[src/grid_cell_sparse_set_defines.svh]
// Assertion macros used by the back end of the grid cell sparse set RTL.
`ifndef GRID_CELL_SPARSE_SET_DEFINES_SVH
`define GRID_CELL_SPARSE_SET_DEFINES_SVH

// Same-cycle implication, checked on every rising edge outside reset.
`define GCSS_ASSERT_IMPL(label, ante, cons, msg) \
  label: assert property (@(posedge clk) disable iff (!rst_n) (ante) |-> (cons)) \
    else $error(msg);

// Next-cycle implication, checked on every rising edge outside reset.
`define GCSS_ASSERT_NEXT(label, ante, cons, msg) \
  label: assert property (@(posedge clk) disable iff (!rst_n) (ante) |=> (cons)) \
    else $error(msg);

`endif

[src/gcss_pkg.sv]
// Shared constants, codes and types of the grid cell sparse set.
package gcss_pkg;

  localparam int MAX_CELLS  = 4096;
  localparam int ID_BITS    = 16;
  localparam int COORD_BITS = 16;

  localparam int CELL_W     = $clog2(MAX_CELLS);
  localparam int CNT_W      = CELL_W + 1;
  localparam int DIM_W      = 13;
  localparam int OFF_W      = (CELL_W < COORD_BITS) ? CELL_W : COORD_BITS;
  localparam int PROD_W     = DIM_W + OFF_W;
  localparam int T_W        = PROD_W + 1;
  localparam int FLAT_W     = DIM_W + CELL_W;
  localparam int CMP_W      = 34;

  localparam int CFG_IDX_W  = 3;
  localparam int CFG_DATA_W = 16;

  localparam int Q_DEPTH    = 2;
  localparam int Q_PTR_W    = $clog2(Q_DEPTH);
  localparam int Q_CNT_W    = $clog2(Q_DEPTH + 1);

  localparam logic [1:0] KIND_ADD    = 2'd0;
  localparam logic [1:0] KIND_REMOVE = 2'd1;
  localparam logic [1:0] KIND_LOOKUP = 2'd2;

  localparam logic [2:0] ST_OK       = 3'd0;
  localparam logic [2:0] ST_BOUNDS   = 3'd1;
  localparam logic [2:0] ST_FULL     = 3'd2;
  localparam logic [2:0] ST_OCCUPIED = 3'd3;
  localparam logic [2:0] ST_EMPTY    = 3'd4;
  localparam logic [2:0] ST_MISMATCH = 3'd5;

  localparam logic [CFG_IDX_W-1:0] CFG_ORIGIN_X = 3'd0;
  localparam logic [CFG_IDX_W-1:0] CFG_ORIGIN_Y = 3'd1;
  localparam logic [CFG_IDX_W-1:0] CFG_ORIGIN_Z = 3'd2;
  localparam logic [CFG_IDX_W-1:0] CFG_DIM_X    = 3'd3;
  localparam logic [CFG_IDX_W-1:0] CFG_DIM_Y    = 3'd4;
  localparam logic [CFG_IDX_W-1:0] CFG_DIM_Z    = 3'd5;

  typedef struct packed {
    logic [1:0]         kind;
    logic [ID_BITS-1:0] body_id;
    logic               inb;
    logic [CELL_W-1:0]  cell_idx;
  } gcss_job_t;

  typedef struct packed {
    logic [2:0]         status;
    logic [ID_BITS-1:0] found_id;
    logic               found;
    logic [CNT_W-1:0]   occupancy;
  } gcss_res_t;

  typedef struct packed {
    logic              valid;
    logic [CELL_W-1:0] slot;
  } gcss_map_t;

  typedef struct packed {
    logic [ID_BITS-1:0] id;
    logic [CELL_W-1:0]  cell_idx;
  } gcss_ent_t;

endpackage

[src/gcss_front.sv]
// Front end: configuration registers, cell index pipeline and job queue.
module gcss_front import gcss_pkg::*; (
  input  logic                  clk,
  input  logic                  rst_n,
  input  logic                  cfg_we,
  input  logic [CFG_IDX_W-1:0]  cfg_idx,
  input  logic [CFG_DATA_W-1:0] cfg_wdata,
  input  logic                  in_take,
  output logic                  in_stall,
  input  logic [1:0]            kind,
  input  logic [ID_BITS-1:0]    body_id,
  input  logic [COORD_BITS-1:0] pos_x,
  input  logic [COORD_BITS-1:0] pos_y,
  input  logic [COORD_BITS-1:0] pos_z,
  output logic                  q_valid,
  output gcss_job_t             q_job,
  input  logic                  q_pop
);

  logic [COORD_BITS-1:0] org_x_r, org_y_r, org_z_r;
  logic [DIM_W-1:0]      dim_x_r, dim_y_r, dim_z_r;

  logic                  v1_r, v2_r, v3_r, v4_r;
  logic [1:0]            kind1_r, kind2_r, kind3_r, kind4_r;
  logic [ID_BITS-1:0]    id1_r, id2_r, id3_r, id4_r;
  logic [COORD_BITS-1:0] ox1_r, oy1_r, oz1_r;
  logic                  ok2_r, ok3_r, ok4_r;
  logic [OFF_W-1:0]      ox2_r, oy2_r;
  logic [PROD_W-1:0]     prod2_r;
  logic [OFF_W-1:0]      ox3_r, ox4_r;
  logic [CELL_W-1:0]     t3_r;
  logic [FLAT_W-1:0]     prod4_r;

  logic                  adv;
  logic                  q_full;
  logic                  q_push;
  logic                  axis_ok;
  logic                  small_ok;
  logic [T_W-1:0]        t_sum;
  logic [FLAT_W:0]       flat;
  gcss_job_t             job_d;

  gcss_job_t             q_mem_r [Q_DEPTH];
  logic [Q_PTR_W-1:0]    q_wp_r, q_rp_r;
  logic [Q_CNT_W-1:0]    q_cnt_r;

  always_ff @(posedge clk) begin
    if (!rst_n) begin
      org_x_r <= '0;
      org_y_r <= '0;
      org_z_r <= '0;
      dim_x_r <= DIM_W'(16);
      dim_y_r <= DIM_W'(16);
      dim_z_r <= DIM_W'(16);
    end else if (cfg_we) begin
      unique case (cfg_idx)
        CFG_ORIGIN_X: org_x_r <= cfg_wdata[COORD_BITS-1:0];
        CFG_ORIGIN_Y: org_y_r <= cfg_wdata[COORD_BITS-1:0];
        CFG_ORIGIN_Z: org_z_r <= cfg_wdata[COORD_BITS-1:0];
        CFG_DIM_X:    dim_x_r <= cfg_wdata[DIM_W-1:0];
        CFG_DIM_Y:    dim_y_r <= cfg_wdata[DIM_W-1:0];
        CFG_DIM_Z:    dim_z_r <= cfg_wdata[DIM_W-1:0];
        default: ;
      endcase
    end
  end

  // The whole pipeline holds while its last stage waits on a full queue.
  assign q_full   = (q_cnt_r == Q_CNT_W'(Q_DEPTH));
  assign q_push   = v4_r && !q_full;
  assign adv      = !v4_r || !q_full;
  assign in_stall = !adv;

  // An offset at or above the cell count already puts the flat index out of range,
  // which lets the later stages work on truncated offsets.
  assign axis_ok  = (CMP_W'(ox1_r) < CMP_W'(dim_x_r)) && (CMP_W'(oy1_r) < CMP_W'(dim_y_r))
                 && (CMP_W'(oz1_r) < CMP_W'(dim_z_r));
  assign small_ok = (CMP_W'(ox1_r) < CMP_W'(MAX_CELLS)) && (CMP_W'(oy1_r) < CMP_W'(MAX_CELLS))
                 && (CMP_W'(oz1_r) < CMP_W'(MAX_CELLS));

  assign t_sum = T_W'(prod2_r) + T_W'(oy2_r);
  assign flat  = (FLAT_W + 1)'(prod4_r) + (FLAT_W + 1)'(ox4_r);

  always_comb begin
    job_d.kind     = kind4_r;
    job_d.body_id  = id4_r;
    job_d.inb      = ok4_r && (CMP_W'(flat) < CMP_W'(MAX_CELLS));
    job_d.cell_idx = flat[CELL_W-1:0];
  end

  always_ff @(posedge clk) begin
    if (!rst_n) begin
      v1_r <= 1'b0;
      v2_r <= 1'b0;
      v3_r <= 1'b0;
      v4_r <= 1'b0;
    end else if (adv) begin
      v1_r <= in_take;
      v2_r <= v1_r;
      v3_r <= v2_r;
      v4_r <= v3_r;
    end
  end

  always_ff @(posedge clk) begin
    if (adv) begin
      kind1_r <= kind;
      id1_r   <= body_id;
      ox1_r   <= pos_x - org_x_r;
      oy1_r   <= pos_y - org_y_r;
      oz1_r   <= pos_z - org_z_r;

      kind2_r <= kind1_r;
      id2_r   <= id1_r;
      ok2_r   <= axis_ok && small_ok;
      ox2_r   <= ox1_r[OFF_W-1:0];
      oy2_r   <= oy1_r[OFF_W-1:0];
      prod2_r <= PROD_W'(dim_y_r) * PROD_W'(oz1_r[OFF_W-1:0]);

      kind3_r <= kind2_r;
      id3_r   <= id2_r;
      ok3_r   <= ok2_r && (CMP_W'(t_sum) < CMP_W'(MAX_CELLS));
      ox3_r   <= ox2_r;
      t3_r    <= t_sum[CELL_W-1:0];

      kind4_r <= kind3_r;
      id4_r   <= id3_r;
      ok4_r   <= ok3_r;
      ox4_r   <= ox3_r;
      prod4_r <= FLAT_W'(dim_x_r) * FLAT_W'(t3_r);
    end
  end

  assign q_valid = (q_cnt_r != '0);
  assign q_job   = q_mem_r[q_rp_r];

  always_ff @(posedge clk) begin
    if (!rst_n) begin
      q_wp_r  <= '0;
      q_rp_r  <= '0;
      q_cnt_r <= '0;
    end else begin
      if (q_push) begin
        q_wp_r <= q_wp_r + 1'b1;
      end
      if (q_pop) begin
        q_rp_r <= q_rp_r + 1'b1;
      end
      q_cnt_r <= q_cnt_r + Q_CNT_W'(q_push) - Q_CNT_W'(q_pop);
    end
  end

  always_ff @(posedge clk) begin
    if (q_push) begin
      q_mem_r[q_wp_r] <= job_d;
    end
  end

endmodule

[config.mk]
export PLATFORM = sky130hd
export DESIGN_NAME = gcss_front
export DESIGN_NICKNAME = d
export VERILOG_FILES = /design/src/grid_cell_sparse_set_defines.svh /design/src/gcss_pkg.sv /design/src/gcss_front.sv
export SDC_FILE = /design/constraint.sdc
export NUM_CORES = 1
export LEC_CHECK = 0
export BUFFER_PORTS_ARGS = -buffer_cell sky130_fd_sc_hd__buf_2
export CAP_MARGIN = 10
export CORE_MARGIN = 1.5
export CORE_UTILIZATION = 35
export CTS_BUF_LIST = sky130_fd_sc_hd__clkbuf_4 sky130_fd_sc_hd__clkbuf_8 sky130_fd_sc_hd__clkbuf_16
export DETAILED_ROUTE_END_ITERATION = 10
export GPL_TIMING_DRIVEN = 0
export PLACE_DENSITY = 0.5
export SYNTH_ARGS = -nofsm -noshare
export SYNTH_HDL_FRONTEND = slang
export SYNTH_SLANG_ARGS = --single-unit
[constraint.sdc]
create_clock -name clk -period 11.15 [get_ports clk]
set_input_delay 1.6725 -clock clk [delete_from_list [all_inputs] [get_ports clk]]
set_output_delay 1.6725 -clock clk [all_outputs]
set_load 0.02 [all_outputs]
==> impl_metrics.tcl, run 1 <==
set metrics [dict create \
    status "complete, no violations" \
    crit_path_end_kind "flip-flop" \
    h-tree-depth 2 \
    grt_max_degree 65 \
    drc 0 \
    finClkSkew_ps 17.97 \
    p_leak_nw 13.39 \
    num_io_pins 123 \
    nFillCells 7580 \
    cts_resized 0 \
    irDropWorstVdd_mv 0.1034 \
    die_y_microns 283.7 \
    synth_area_sq_um 27580 \
    ant_nets 0 \
    use_met2_pct 28.60 \
    cts_hold_buffers 0 \
    setup_viol 0 \
    antenna_found_initial 0 \
    crit_fanout 10 \
    stdcell_count 3912 \
    max_freq_mhz 162.3 \
    r2r_end "prod2_r[23]" \
    total_power_mw 4.697 \
    required_ps 11510 \
    postRouteWirelength_mm 66.85 \
    antenna_cells 0 \
    portBuffers 121 \
    grtUsageTotal_pct 16.76 \
    die_w_microns 283.7 \
    path_common_cell "fa_1" \
    mostFrequentLayoutCells "nand2_1 (422), inv_1 (422), edfxtp_1 (295)" \
    worstPathCellList "clkbuf_1 > nand2_1 > fa_1 > inv_1 > fa_1 > fa_1 > fa_1 > inv_1 > fa_1 > inv_1 > ha_1 > o21ai_0 > a21oi_1 > o221ai_1 > a21oi_1 > a41oi_1 > a31oi_1 > a21boi_1 > xnor2_1" \
    core_sq_um 77720 \
    clock_sinks 391 \
    powerDensity_nw_per_um2 150.4 \
    start_kind "flip-flop" \
    postCtsSetupRepairBufs 0 \
    synth_area_leaders "edfxtp_1 (32%), fa_1 (16%), ha_1 (11%), dfxtp_1 (7.0%), inv_1 (5.7%)" \
    grt.overflow.total 0 \
    cts_tree "yes" \
    vias 18520 \
    syn-mean-instance-area_sq_um 10.38 \
    drtPass1Iterations 5 \
    synth_edf_count 295 \
    drv_slew 0 \
    area_growth_pct 13.23 \
    synth_top_area_share_pct 32.12 \
    cp.arrival_ps 6520 \
    hp-class "reg2reg" \
    timing.rr.start "oz1_r[3]" \
    endpoint "prod2_r[23]" \
    synthCells 2658 \
    post_drt_wl_per_cell_microns 17.09 \
    grt_pass1_wl_mm 106.2 \
    die-area_sq_um 80490 \
    ys_seq_area_share_pct 39.09 \
    nets 3381 \
    start_util_pct 35.48 \
    max_stage_delay_ps 560 \
    synth_area_leader_cell "edfxtp_1" \
    rrSetupSlack_ps 4990 \
    synth_flop_cell "edfxtp_1" \
    cp_slowest_cell "fa_1" \
    cts_buffer_depth 3 \
    yosys_warnings 0 \
    postSynth.asyncResetShare_pct 0 \
    ys_types 72 \
    clk_pin_slew_ps 60 \
    drv_cap 0 \
    gp_congestion 0.8642 \
    cts_root_buf "clkbuf_16" \
    utilization_pct 40.18 \
    reg2reg_depth 19 \
    vias_per_cell 4.735 \
    grt_pass1_vias 19400 \
    placedCellCount 3824 \
    grt.met1_usage_pct 21.40 \
    max_slew_margin_pct 34.13 \
    met3_usage_pct 2.902 \
    insertion_delay_ps 580 \
    worstMarginPinSlew_ps 988.1 \
    hpwl_mm 52.42 \
    cp-startpoint "oz1_r[3]" \
    ys_ff_latch 391 \
    rsz0062_at_grt "false" \
    busiest_layer "met2" \
    synth_nets 3206 \
    post-route-period-util_pct 55.27 \
    crit_type "reg2reg" \
    hold_violations 0 \
    drt_iter0_drc 989 \
    cts_inserted_buffers 47 \
    drive_gt1_share_pct 9.506 \
    fin_crit_ps 6163 \
    core.rowCount 102 \
]
-- power by group --
group | switching (mW) | total (mW) | internal, mW
logic | 0.754 | 1.26 | 0.504
clock network | 0.617 | 1.54 | 0.926
registers | 0.122 | 1.89 | 1.77
total | 1.49 | 4.70 | 3.20
-- registers in the layout, indices dropped and copies added, names as in the netlist, 13 cells and up, named ones only --
name / cells
dim_y_r: 13
id4_r: 16
oy1_r: 16
org_z_r: 16
prod2_r: 25
id1_r: 16
dim_x_r: 13
id2_r: 16
dim_z_r: 13
q_mem_r: 62
ox1_r: 16
org_x_r: 16
org_y_r: 16
prod4_r: 25
id3_r: 16
oz1_r: 16
-- Yosys cell counts, types with 15 or more instances --
library cell  number
xor2_1            15
and2_1           141
xnor2_1           78
fa_1             225
nand2_1          422
mux2_2            32
nor2b_1           22
ha_1             233
a21o_1            55
nor2_1            87
dfxtp_1           96
inv_1            422
a21boi_0          91
o21ai_0           52
nand3_1           31
edfxtp_1         295
nor3_1            23
clkbuf_1          80
a21oi_1           76
-- worst max-delay path, delay by kind of cell, from the launching register on --
family	cells	cell delay, ps
flip-flops	1	520
XOR/XNOR	1	310
adder cells (fa/ha/maj)	6	2810
AO/OA/AOI/OAI	7	1500
buffers and inverters	4	630
AND/OR/NAND/NOR	1	170
-- how the worst min path moves through the flow --
stage	start	end	slack (ps)	depth (start not counted)
2_1_floorplan	id1_r[0]	id2_r[0]	400	0
3_3_place_gp	id1_r[15]	id2_r[15]	400	0
3_5_place_dp	id1_r[13]	id2_r[13]	400	0
4_1_cts	ox2_r[7]	ox3_r[7]	420	0
5_1_grt	id1_r[9]	id2_r[9]	420	0
6_report	id2_r[5]	id3_r[5]	410	0
-- area by class of cell --
cell class / instances / area (sq um) / area share [%]
Multi-Input combinational cell: 1760 / 14910 / 47.76
Sequential cell: 391 / 10780 / 34.52
Tap cell: 1040 / 1301 / 4.167
Buffer: 85 / 321.6 / 1.030
Timing Repair Buffer: 126 / 728.2 / 2.332
Clock buffer: 68 / 1401 / 4.488
Clock inverter: 20 / 197.7 / 0.6331
Inverter: 422 / 1584 / 5.073
-- kinds of logic (layout without fill, tap and decap cells) --
family,after synthesis,count (layout),share of synthesized area (%)
and+or+nand+nor,795,795,13.29
buffers and inverters,507,721,6.910
adders and majority gates,458,458,26.90
DFF,391,391,39.09
AOI/OAI and AO/OA,379,379,9.433
xor gates and xnor gates,93,93,2.954
muxes,35,35,1.420
-- stage by stage --
| step | TNS [ps] | hold WS, ps | setup slack, ps | cell area, sq um |
|---|---|---|---|---|
| final | 0 | 414.6 | 4987 | 31230 |
| after global routing | 0 | 422.7 | 4599 | 31230 |
| after CTS | 0 | 415.4 | 4994 | 31230 |
| after detailed placement | 0 | 404.5 | 5008 | 29630 |
| after global placement | -81920 | 400.4 | -1287 | 29480 |
| after floorplan | 0 | 400.3 | 1535 | 27580 |
-- metal layers --
| metal | routed length [microns] | vias to the layer above |
|---|---|---|
| met2 | 31830 | 337 |
| met4 | 2256 | 0 |
| met5 | 0 | - |
| met1 | 29580 | 8987 |
| li1 | - | 9091 |
| met3 | 3191 | 109 |
Power figures use the tool's default switching activity.
==> run 2, diff against run 1 <==
--- a/config.mk
+++ b/config.mk
@@ -12,7 +12,7 @@
 export CTS_BUF_LIST = sky130_fd_sc_hd__clkbuf_4 sky130_fd_sc_hd__clkbuf_8 sky130_fd_sc_hd__clkbuf_16
 export DETAILED_ROUTE_END_ITERATION = 10
 export GPL_TIMING_DRIVEN = 0
-export PLACE_DENSITY = 0.5
+export PLACE_DENSITY = 0.52
 export SYNTH_ARGS = -nofsm -noshare
 export SYNTH_HDL_FRONTEND = slang
 export SYNTH_SLANG_ARGS = --single-unit
==> constraint.sdc (replaced) <==
create_clock -name clk -period 5.2 [get_ports clk]
set_input_delay 0.78 -clock clk [delete_from_list [all_inputs] [get_ports clk]]
set_output_delay 0.78 -clock clk [all_outputs]
set_load 0.02 [all_outputs]
==> impl_metrics.tcl, run 2 (synthesis gave the netlist of run 1 again) <==
set metrics [dict create \
    p_leak_nw 14.01 \
    hp-class "in2reg" \
    crit_fanout 4 \
    die_w_microns 283.7 \
    max_slew_margin_pct 44.99 \
    vias 19020 \
    fin_crit_ps 5371 \
    cts_inserted_buffers 46 \
    grtUsageTotal_pct 16.82 \
    placed_area_sq_um 29650 \
    cp.arrival_ps 5700 \
    nets 3454 \
    clock_sinks 391 \
    grt_pass1_vias 19430 \
    ant_nets 0 \
    drt_iter0_drc 1145 \
    post-route-period-util_pct 103.3 \
    p_comb_share_pct 31.8 \
    p_int_mw 7.350 \
    drv_cap 0 \
    final.setup.worst_slack_ps -170.7 \
    h-tree-depth 2 \
    cp_slowest_cell "fa_1" \
    insertion_delay_ps 600 \
    start_kind "flip-flop" \
    post_drt_wl_per_cell_microns 17.15 \
    portBuffers 121 \
    grt.overflow.total 0 \
    drtPass1Iterations 5 \
    rsz0062_at_grt "true" \
    pwr-share-clk_pct 30.9 \
    finClkSkew_ps 40.39 \
    cts_buffer_depth 3 \
    regMostFlops "q_mem_r" \
    violations "negative setup slack" \
    path_common_cell "fa_1" \
    crit_type "reg2reg" \
    swShare_pct 32.22 \
    max_stage_delay_ps 560 \
    core_sq_um 77720 \
    area_growth_pct 18.97 \
    grt_max_degree 62 \
    max_freq_mhz 186.2 \
    mostFrequentLayoutCell "nand2_1" \
    clk_pin_slew_ps 60 \
    powerDensity_nw_per_um2 330.5 \
    hpwl_mm 52.17 \
    switching_power_mw 3.494 \
    total_power_mw 10.84 \
    cts_root_buf "clkbuf_16" \
    irDropWorstVdd_mv 0.2250 \
    postRouteWirelength_mm 68.34 \
    required_ps 5530 \
    crit_path_end_kind "flip-flop" \
    reg.largest.list "q_mem_r x62, prod2_r x25, prod4_r x25" \
    largest_reg_flops 62 \
    die-area_sq_um 80490 \
    status "complete, but fails checks" \
    setup_viol 7 \
    mostFrequentLayoutCells "nand2_1 (416), inv_1 (400), edfxtp_1 (295)" \
    cts_tree "yes" \
    postLayoutCellArea_sq_um 32810 \
    drv_slew 0 \
    start_util_pct 35.48 \
    drc 0 \
    seqPwrFrac_pct 37.3 \
    core.rowCount 102 \
    vias_per_cell 4.775 \
    antenna_found_initial 7 \
    worstMarginPinSlew_ps 825.1 \
    critPathTopFamily "adder cells" \
    tns_ps -432.9 \
    grt_pass1_wl_mm 106.6 \
    num_io_pins 123 \
    drive_gt1_share_pct 17.60 \
    cp.buffers_inverters 6 \
    hold_violations 0 \
    die_y_microns 283.7 \
    gp_congestion 0.8760 \
    antenna_cells 0 \
    worstPathCellList "clkbuf_8 > buf_6 > and2_4 > fa_1 > inv_1 > fa_1 > inv_1 > fa_1 > fa_1 > inv_2 > fa_2 > inv_2 > ha_4 > a21o_4 > o41a_1 > nand4_1 > a41oi_2 > o21a_1 > nor2_2 > xnor2_1" \
    rrSetupSlack_ps -170 \
]
## run 2: cell types whose count changed in the layout (fill, tap and decap cells not counted), moves of 14 or more
cell / change
and2_4: +14
buf_6: +14
buf_4: +67
inv_2: +22
clkbuf_1: -50
ha_4: +19
and2_1: -14
ha_1: -20
inv_1: -22
dfxtp_1: -14
clkbuf_8: +20
dfxtp_2: +14
## run 2: repair_timing
action                                  CTS  global route
endpoints found under the setup margin   23            18
hold buffers                              0             0
hold endpoints to repair                  0             0
buffers inserted                         56            27
pin swaps                                76            58
gates cloned                              1             0
resized for setup                       176           122
## run 2: area by class of cell
cell class / count / area, sq um
multi-input cells: 1760 / 15510
clock buffers: 61 / 1343
flip-flops and latches: 391 / 10800
inverters: 422 / 1584
well taps: 1040 / 1301
fillers: 7424 / 44910
clock inverters: 25 / 282.8
plain buffers: 81 / 623.1
repair buffers: 204 / 1371
## run 2: power by group through the flow
stage          sequential [mW]  combinational (mW)  clock, mW
2_1_floorplan             3.98                2.05          0
3_3_place_gp              4.13                2.69          0
3_5_place_dp              4.14                2.73          0
4_1_cts                   4.05                3.25       3.46
5_1_grt                   4.07                3.84       3.58
6_report                  4.04                3.45       3.35
## run 2: layer usage
layer	GRT usage [%]	vias up	wire, microns
met2	27.92	400	32000
li1	-	9215	-
met3	2.331	120	2571
met1	22.40	9282	31450
met5	0	-	28
met4	6.003	6	2295
## run 2: final timing paths
path / cells past startpoint / end / from
worst max register to register: 20 / prod4_r[23] / t3_r[8]
worst min register to register: 0 / ox3_r[3] / ox2_r[3]
worst min-delay path: 1 / id1_r[10] / body_id[10]
worst max-delay path: 20 / prod4_r[23] / t3_r[8]
## run 2: stage by stage
step / setup WS (ps) / util (%) / hold slack, ps / instances
2_1_floorplan: 3.460 / - / 400.3 / 2658
3_3_place_gp: -969.7 / 37.97 / 401.4 / 3819
3_5_place_dp: -980.6 / 38.15 / 404.5 / 3824
4_1_cts: -147.9 / 41.62 / 295.5 / 3966
5_1_grt: -297.1 / 42.21 / 317.1 / 3984
6_report: -170.7 / 42.21 / 355.9 / 3984
